===== src/hdl/ncq_pkg.sv =====
// ----------------------------------------------------------------------------
// Nearest centroid quantizer package
// Shared widths, command codes and the command/status bundles that join the
// controller and the datapath.
// ----------------------------------------------------------------------------
package ncq_pkg;

   // Table geometry
   localparam int NUM_LISTS = 16;
   localparam int VEC_DIM   = 64;

   // Field widths
   localparam int CIDX_W   = 4;
   localparam int EIDX_W   = 6;
   localparam int VALUE_W  = 16;
   localparam int ACTIVE_W = 5;
   localparam int SUM_W    = 38;
   localparam int ADIFF_W  = VALUE_W;
   localparam int SQ_W     = 2 * ADIFF_W;
   localparam int ADDR_W   = CIDX_W + EIDX_W;
   localparam int STORE_DEPTH = 2 ** ADDR_W;

   localparam logic [CIDX_W-1:0]   LIST_LAST   = CIDX_W'(NUM_LISTS - 1);
   localparam logic [CIDX_W:0]     LIST_COUNT  = (CIDX_W + 1)'(NUM_LISTS);
   localparam logic [EIDX_W:0]     DIM_COUNT   = (EIDX_W + 1)'(VEC_DIM);
   localparam logic [ACTIVE_W-1:0] ACTIVE_MAX  = ACTIVE_W'(NUM_LISTS);
   localparam logic [ACTIVE_W-1:0] ACTIVE_MIN  = ACTIVE_W'(1);
   localparam logic [SUM_W-1:0]    SUM_MAX     = {SUM_W{1'b1}};

   // Item commands
   localparam logic CMD_LOAD  = 1'b0;
   localparam logic CMD_QUERY = 1'b1;

   // Controller to datapath
   typedef struct packed {
      logic              load;        // write one centroid element
      logic              capture;     // latch the query element
      logic              issue;       // read one centroid of the sweep
      logic [CIDX_W-1:0] issue_index; // centroid read this cycle
      logic              emit;        // move the winner to the output register
   } ncq_cmd_type;

   // Datapath to controller
   typedef struct packed {
      logic pipe_busy;   // sweep reads still in flight
      logic query_last;  // latched element closes the query
      logic out_free;    // output register can take a result
   } ncq_status_type;

endpackage


===== src/hdl/ncq_ctrl.sv =====
// ----------------------------------------------------------------------------
// Nearest centroid quantizer controller
// Accepts items, sequences the per-centroid sweep and the result hand-off.
// ----------------------------------------------------------------------------
module ncq_ctrl import ncq_pkg::*; (
   input  logic           clock,
   input  logic           reset,
   input  logic           req_valid,
   input  logic           req_cmd,
   output logic           req_ready,
   input  ncq_status_type status,
   output ncq_cmd_type    cmd
);

   localparam logic [1:0] ST_IDLE  = 2'd0;
   localparam logic [1:0] ST_SWEEP = 2'd1;
   localparam logic [1:0] ST_DRAIN = 2'd2;
   localparam logic [1:0] ST_EMIT  = 2'd3;

   logic [1:0]        state_ff, state_in;
   logic [CIDX_W-1:0] cnt_ff, cnt_in;
   logic              accept;

   assign req_ready = (state_ff == ST_IDLE);
   assign accept    = req_valid && req_ready;

   always_comb begin
      state_in        = state_ff;
      cnt_in          = cnt_ff;
      cmd             = '0;
      cmd.issue_index = cnt_ff;
      unique case (state_ff)
         ST_IDLE: begin
            cmd.load    = accept && (req_cmd == CMD_LOAD);
            cmd.capture = accept && (req_cmd == CMD_QUERY);
            if (cmd.capture) begin
               state_in = ST_SWEEP;
               cnt_in   = '0;
            end
         end
         ST_SWEEP: begin
            cmd.issue = 1'b1;
            cnt_in    = cnt_ff + 1'b1;
            if (cnt_ff == LIST_LAST) begin
               state_in = ST_DRAIN;
            end
         end
         ST_DRAIN: begin
            if (!status.pipe_busy) begin
               state_in = status.query_last ? ST_EMIT : ST_IDLE;
            end
         end
         ST_EMIT: begin
            // hold the winner until the output register frees up
            if (status.out_free) begin
               cmd.emit = 1'b1;
               state_in = ST_IDLE;
            end
         end
         default: begin
            state_in = ST_IDLE;
         end
      endcase
   end

   always_ff @(posedge clock) begin
      if (reset) begin
         state_ff <= ST_IDLE;
         cnt_ff   <= '0;
      end else begin
         state_ff <= state_in;
         cnt_ff   <= cnt_in;
      end
   end

   a_query_starts_sweep: assert property (@(posedge clock) disable iff (reset)
      (accept && req_cmd == CMD_QUERY) |=> (state_ff == ST_SWEEP && cnt_ff == '0))
      else $error("query transfer did not start a sweep");

   a_sweep_covers_all: assert property (@(posedge clock) disable iff (reset)
      (state_ff == ST_SWEEP && cnt_ff != LIST_LAST) |=> (state_ff == ST_SWEEP))
      else $error("sweep ended before the last centroid");

endmodule


===== config.mk =====
export PLATFORM = sky130hd
export DESIGN_NAME = ncq_ctrl
export DESIGN_NICKNAME = d
export VERILOG_FILES = /design/src/hdl/ncq_pkg.sv /design/src/hdl/ncq_ctrl.sv
export SDC_FILE = /design/constraint.sdc
export NUM_CORES = 1
export LEC_CHECK = 0
export ABC_AREA = 0
export BUFFER_PORTS_ARGS = -buffer_cell sky130_fd_sc_hd__buf_2
export CORE_AREA = 4 4 41 43
export CTS_BUF_LIST = sky130_fd_sc_hd__clkbuf_4 sky130_fd_sc_hd__clkbuf_8 sky130_fd_sc_hd__clkbuf_16
export DETAILED_ROUTE_END_ITERATION = 12
export DIE_AREA = 0 0 45 47
export PLACE_DENSITY = 0.47
export SYNTH_ARGS = -nofsm -noshare
export SYNTH_HDL_FRONTEND = slang
export SYNTH_SLANG_ARGS = --single-unit

===== constraint.sdc =====
create_clock -name clock -period 3.1 [get_ports clock]
set_input_delay 0 -clock clock [delete_from_list [all_inputs] [get_ports clock]]
set_output_delay 0 -clock clock [all_outputs]
set_load 0.01 [all_outputs]

* After elaboration in Yosys (flattened, before gate mapping) *
Index checks and enable logic that the tools add are counted.

storage, ports and cells
  register bits = 6
  output and inout bits = 9

cells by class
  add/subtract/negate cells = 1
  equality and inequality tests = 8
  multiplexer cells = 12
  bitwise logic cells = 1
  reductions and logical operators = 7

operators with widths
  operator             number
  $mux 2               6
  $pmux 2 s4           1
  $pmux 4 s2           1
  $ne 2x2->1 const B   3
  $add 4x1->4 const B  1
  $eq 2x2->1 const B   2
  $eq 4x4->1 const B   1
  $mux 4               1
  $reduce_and 4->1     1
  $logic_and 1x1->1    3
  $mux 1               3
  $eq 2x1->1 const B   1
  $logic_not 2->1      1
  $ne 2x1->1 const B   1
  $reduce_and 2->1     1
  $reduce_bool 2->1    1
  $not 1->1            1

* Logic depth before layout (Yosys ltp) *
Gate-level depths: netlist (run 1).

  depth after elaboration = 5
  mapped depth = 4
  depth with buffers taken out = 4

* Worst setup path before layout (run 1) *
Ideal clock, no wire load.

  path type = reg2reg
  from = register cnt_ff[2]
  to = register cnt_ff[3]
  setup time = 0.074 ns
  arrival = 1.042 ns
  data required time = 3.026 ns
  path slack = 1.984 ns
  cell stages (with the launch flop) = 4
  buffers on the path = 0
  path through = dfxtp_1 -> nand3_1 -> or3b_1 -> a31oi_1

on the way
  longest elaborated chain between the ends = 2

ends and longest elaborated chain
  element                 line            source
  from (decl)             ncq_ctrl.sv:21  logic [CIDX_W-1:0] cnt_ff, cnt_in;
  from (signal assigned)  ncq_ctrl.sv:72  cnt_ff <= cnt_in;
  $add 4x1->4             ncq_ctrl.sv:43  cnt_in = cnt_ff + 1'b1;
  $pmux 4 s2              ncq_ctrl.sv:32  unique case (state_ff)

Every way passes these cells.
A chain may end at the register's enable or synchronous reset.

* Worst setup path after layout (run 1) *
  from = register state_ff[0]
  to = register cnt_ff[3]

on the way
  longest elaborated chain between the ends = 5

ends and longest elaborated chain
  element                            line                            source
  from (decl)                        ncq_ctrl.sv:20                  logic [1:0] state_ff, state_in;
  from (signal assigned)             ncq_ctrl.sv:71                  state_ff <= state_in;
  $logic_not 2->1                    ncq_ctrl.sv:24, ncq_ctrl.sv:32
  $logic_and 1x1->1                  ncq_ctrl.sv:25                  assign accept = req_valid && req_ready;
  $logic_and 1x1->1                  ncq_ctrl.sv:35                  cmd.capture = accept && (req_cmd == CMD_QUERY);
  $ne 2x1->1 (no source line)        --
  $reduce_and 2->1 (no source line)  --

Several ways; a longest one is shown, not always the timed one.

==> results of run 1 <==
[worst max-delay path by stage]
stage	startpoint	end	depth (start not counted)
global route	state_ff[0]$_SDFFE_PP0P_	cnt_ff[3]$_SDFFE_PP0P_	3
CTS	state_ff[0]$_SDFFE_PP0P_	cnt_ff[3]$_SDFFE_PP0P_	3
detailed placement	state_ff[0]$_SDFFE_PP0P_	cnt_ff[3]$_SDFFE_PP0P_	3
global placement	state_ff[0]$_SDFFE_PP0P_	cnt_ff[3]$_SDFFE_PP0P_	3
finish	state_ff[0]$_SDFFE_PP0P_	cnt_ff[3]$_SDFFE_PP0P_	3
floorplan	cnt_ff[2]$_SDFFE_PP0P_	cnt_ff[3]$_SDFFE_PP0P_	3
[power groups by stage]
stage                     Combinational [W]  Sequential [W]  Clock (W)
after detailed placement          0.0000280       0.0000871          0
after floorplan                   0.0000163       0.0000850          0
after global placement            0.0000283       0.0000870          0
after CTS                         0.0000282       0.0000856  0.0000730
final                             0.0000276       0.0000857  0.0000723
after global routing              0.0000311       0.0000866  0.0000778
[cells by family after synthesis]
| family | after synthesis | synth area share |
|---|---|---|
| compound gates | 13 | 0.2353 |
| fa+ha+maj | 1 | 0.03676 |
| buf+inv | 2 | 0.02571 |
| flops | 6 | 0.3530 |
| simple gates | 21 | 0.3493 |
[final cells by class]
| cell class | instances | area share |
|---|---|---|
| Multi-Input combinational cell | 35 | 0.4721 |
| Sequential cell | 6 | 0.2682 |
| Timing Repair Buffer | 15 | 0.1676 |
| Clock buffer | 3 | 0.05028 |
| Tap cell | 15 | 0.04190 |
[registers in the layout, indices dropped and copies added (netlist names)]
name / flops
state_ff: 2
cnt_ff: 4
[stage by stage]
stage	cells	hold WS (ns)	instance area (um^2)	total power, W
3_5_place_dp	71	0.2668	425.4	0.0001151
3_3_place_gp	71	0.2652	425.4	0.0001153
4_1_cts	74	0.01431	447.9	0.0001868
6_report	74	0.01328	447.9	0.0001856
5_1_grt	74	0.01775	447.9	0.0001954
2_1_floorplan	43	0.05038	340.3	0.0001013
[layout by cell type (no fill, tap or decap), types with 3 or more instances in the layout]
master / Yosys / layout
a21oi_1: 4 / 4
buf_2: 1 / 15
clkbuf_4: 0 / 3
dfxtp_1: 6 / 6
nand2_1: 5 / 5
nand3_1: 3 / 3
nor2_1: 4 / 4
o21ai_0: 4 / 4
[worst max-delay path: stages, from the launching register on]
cell and delay (ns):
dfxtp_1 0.52, nor2b_4 0.25, or3b_1 0.35, a31oi_1 0.16
[routing by layer]
metal | GRT usage | wire length (um)
met1 | 0.1144 | 379
met4 | 0.07018 | 7
met2 | 0.1243 | 421
met3 | 0.02299 | 33
met5 | 0 | 0
==> results.toml, run 1 <==
[outcome]
status = "finished clean"

[clocking]
clk_latency_ns = 0.24
htreeDepth = 1
cts_tree = "done"
clock_sinks = 6
clockBufferDepth = 2
cts_resized = 0
clk_pin_slew_ns = 0.05
cts-root-buf = "clkbuf_4"
cts_setup_buffers = 0
cts-hold-fix-buffers = 0
cts_buffers = 3

[floorplan]
die_area_um2 = 2115
io_pins = 16
die-width_um = 45
rows = 13
initial_core_util = 0.2615
die_y_um = 47
core_um2 = 1301

[sta]
finalSetupTns_ns = 0
setup_viol = 0
fmax_mhz = 737.4
worst_pin_slew_ns = 0.4812
drv_slew = 0
fin_crit_sh = 0.4375
min_period_ns = 1.356
rsz0062_at_grt = "false"
finalHoldViolCount = 0
clock_skew_ns = 0.0006549
fin_ws_ns = 1.744
relSlewSlack = 0.6788

[yosys]
avgSynthCellArea_um2 = 7.915
synth_ff_type = "dfxtp_1"
ys_seq_elements = 6
ys_top_cells_by_area = "dfxtp_1 (35%), a21oi_1 (5.9%), o21ai_0 (5.9%), nand2_1 (5.5%), nand3_1 (4.4%)"
synth_edf_count = 0
syn_area_um2 = 340.3
synthArstFlopShare = 0
synthCells = 43
syn_nets = 51
yosys.area.top_type = "dfxtp_1"
yosysMostFrequentCell = "dfxtp_1"
synth_top_area_frac = 0.3529
synth.top_cells.by_count = "dfxtp_1 (6), nand2_1 (5), a21oi_1 (4), nor2_1 (4), o21ai_0 (4)"
yosys.cell_types.count = 23
yosysSeqAreaShare = 0.3529
yosysWarnings = 0

[detailed_routing]
wl_per_cell_um = 11.36
viasPerCell = 5.095
vias = 377
ant_nets = 0
wl_um = 841
first_iter_violations = 17
drc = 0
first_pass_iters = 4

[place]
dp_hpwl_um = 619.4
post-place-ws_ns = 1.758
portBuffers = 15
place.gp.congestion = 0.7234

[critical_path]
r2r-end = "cnt_ff[3]$_SDFFE_PP0P_"
arrival_ns = 1.53
end_kind = "flop"
crit_path_start_kind = "flop"
cp.required_ns = 3.27
r2r-start = "state_ff[0]$_SDFFE_PP0P_"
worstSetupPathType = "flop to flop"
worst_r2r_path_depth = 3
regToRegSetupSlack_ns = 1.74
crit_path_max_fanout = 12

[power_and_ir_drop]
power_frac_clock = 0.390
power.leakage_nw = 0.1917
p_int_w = 0.0001374
seqPwrFrac = 0.462
ir_drop_mv = 0.2013
swShare = 0.2598
powerDensity_nw_per_um2 = 414.3
p_comb_frac = 0.149
p_sw_w = 0.00004821

[global_route]
antenna_found_initial = 0
grt_max_degree = 16
grt_use_total = 0.08868
globalRouteOverflowTotal = 0
grt_pass1_wl_um = 1338
grt_pass1_vias = 299

[finish]
final_util = 0.3442
area_growth_syn_to_layout_pct = 31.62
multi_input_area_um2 = 211.5
final_nets = 69
antenna_cells = 0
regArea_um2 = 120.1
fillCellCount = 153
drive_gt1_frac = 0.3220

[flow_run]
max_cap_viol_count = 0

[min_path]
hold_path.class = "input pin to flop"
hp-start = "reset"
min_to = "cnt_ff[1]$_SDFFE_PP0P_"
hold_depth = 2
No activity file was read; power rests on OpenSTA's default activity.
==> run 2: changes to the inputs <==
- clock period: 3.1 -> 1.3 ns (I/O delays scaled with it)
==> run 2 against run 1 <==
Clock power up 130%. Sequential share of layout area decreased by 1.1 points. Setup slack got worse by 1.6 ns. Die area is the same. Combinational power grew to 2.9 times the previous value. Largest cell class unchanged. Largest power group unchanged. First-iteration DRC count down 71%.
==> results.toml, run 2 (synthesis results as in run 1) <==
[outcome]
status = "finished clean"

[power_and_ir_drop]
powerDensity_nw_per_um2 = 943.3
ir_drop_mv = 0.4888
seqPwrFrac = 0.449
p_int_w = 0.0003340
power.leakage_nw = 0.2081
swShare = 0.2494
power_frac_clock = 0.374
p_comb_frac = 0.177
p_sw_w = 0.0001110
power_w = 0.0004450

[finish]
area_growth_syn_to_layout_pct = 38.60
final_nets = 72
reg_top3 = "cnt_ff (4), state_ff (2)"
layout_commonest_cell = "buf_2"
largest_reg_flops = 4
drive_gt1_frac = 0.3710
mostFrequentLayoutCells = "buf_2 (15), nand2_1 (5), dfxtp_1 (5)"
antenna_cells = 0
largest_register = "cnt_ff"

[global_route]
globalRouteOverflowTotal = 0
grt_max_degree = 16
grt_use_total = 0.09494
antenna_found_initial = 0
grt_pass1_wl_um = 1407
grt_pass1_vias = 328

[sta]
worst_pin_slew_ns = 0.3101
rsz0062_at_grt = "false"
relSlewSlack = 0.7907
fin_crit_sh = 0.8981
min_period_ns = 1.168
drv_slew = 0
setup_viol = 0
fmax_mhz = 856.5
finalSetupTns_ns = 0
finalHoldViolCount = 0
clock_skew_ns = 0.0009631

[clocking]
clock_sinks = 6
clk_latency_ns = 0.24
cts-hold-fix-buffers = 0
cts_tree = "done"
cts_buffers = 3
htreeDepth = 1
clk_pin_slew_ns = 0.04
cts_setup_buffers = 0
clockBufferDepth = 2
cts_resized = 0
cts-root-buf = "clkbuf_4"

[detailed_routing]
first_iter_violations = 5
wl_per_cell_um = 10.79
vias = 368
wl_um = 831
viasPerCell = 4.779
first_pass_iters = 3
ant_nets = 0
drc = 0

[critical_path]
worst_r2r_path_depth = 4
arrival_ns = 1.17
cp.required_ns = 1.30
end_kind = "output pin"
crit_path_start_kind = "flop"
worstSetupPathType = "flop to output pin"
crit_path_max_fanout = 9

[floorplan]
core_um2 = 1301
die_y_um = 47
io_pins = 16
die_area_um2 = 2115
die-width_um = 45
initial_core_util = 0.2615
rows = 13

[flow_run]
max_cap_viol_count = 0

[min_path]
hold_depth = 2
hold_path.class = "input pin to flop"

[place]
dp_hpwl_um = 659.4
portBuffers = 15
place.gp.congestion = 0.7002
run 2: changes by cell type in the layout (fill, tap and decap cells not counted), sizes merged:
cell,delta
buf,+3
run 2: cell type report:
| cell class | count | area, um^2 |
|---|---|---|
| Clock buffer | 3 | 22.52 |
| Fill cell | 150 | 829.5 |
| Multi-Input combinational cell | 35 | 211.5 |
| Sequential cell | 6 | 121.4 |
| Tap cell | 15 | 18.77 |
| Timing Repair Buffer | 18 | 97.59 |
run 2: worst max-delay path: stages (launching register included):
cell and delay (ns):
dfxtp_1 0.33, buf_4 0.17, nor4b_1 0.26, buf_2 0.18
run 2: per-layer routing:
layer / part of all wire / global-route usage / vias up
met1: 0.49 / 0.1256 / 161
li1: - / - / 200
met2: 0.46 / 0.1243 / 5
met4: 0.011 / 0.08772 / 0
met3: 0.036 / 0.02299 / 2
met5: 0 / 0 / -
run 2: per-stage QoR:
stage	utilization	setup WS, ns	std cells	hold WS [ns]	area (um^2)
6_report	0.3625	0.1324	77	0.01105	471.7
3_3_place_gp	0.3442	0.1086	74	0.2693	447.9
2_1_floorplan	-	0.1838	43	0.05038	340.3
5_1_grt	0.3625	0.01054	77	0.006285	471.7
4_1_cts	0.3615	0.09898	77	0.006634	470.5
3_5_place_dp	0.3442	0.1234	74	0.2598	447.9
run 2: final timing paths:
path,start,end,slack (ns)
worst max register to register,state_ff[0]$_SDFFE_PP0P_,cnt_ff[0]$_SDFFE_PP0P_,0.15
worst min-delay path,reset,state_ff[1]$_SDFFE_PP0P_,0.01
worst max-delay path,state_ff[0]$_SDFFE_PP0P_,cmd[7],0.13
worst min register to register,state_ff[0]$_SDFFE_PP0P_,cnt_ff[3]$_SDFFE_PP0P_,0.53
run 2: power by group through the flow:
stage	sequential [W]	clock (W)	combinational [W]
after floorplan	0.000203	0	0.0000389
after global placement	0.000203	0	0.0000800
after detailed placement	0.000203	0	0.0000795
after CTS	0.000200	0.000174	0.0000799
after global routing	0.000200	0.000188	0.0000890
final	0.000200	0.000166	0.0000788
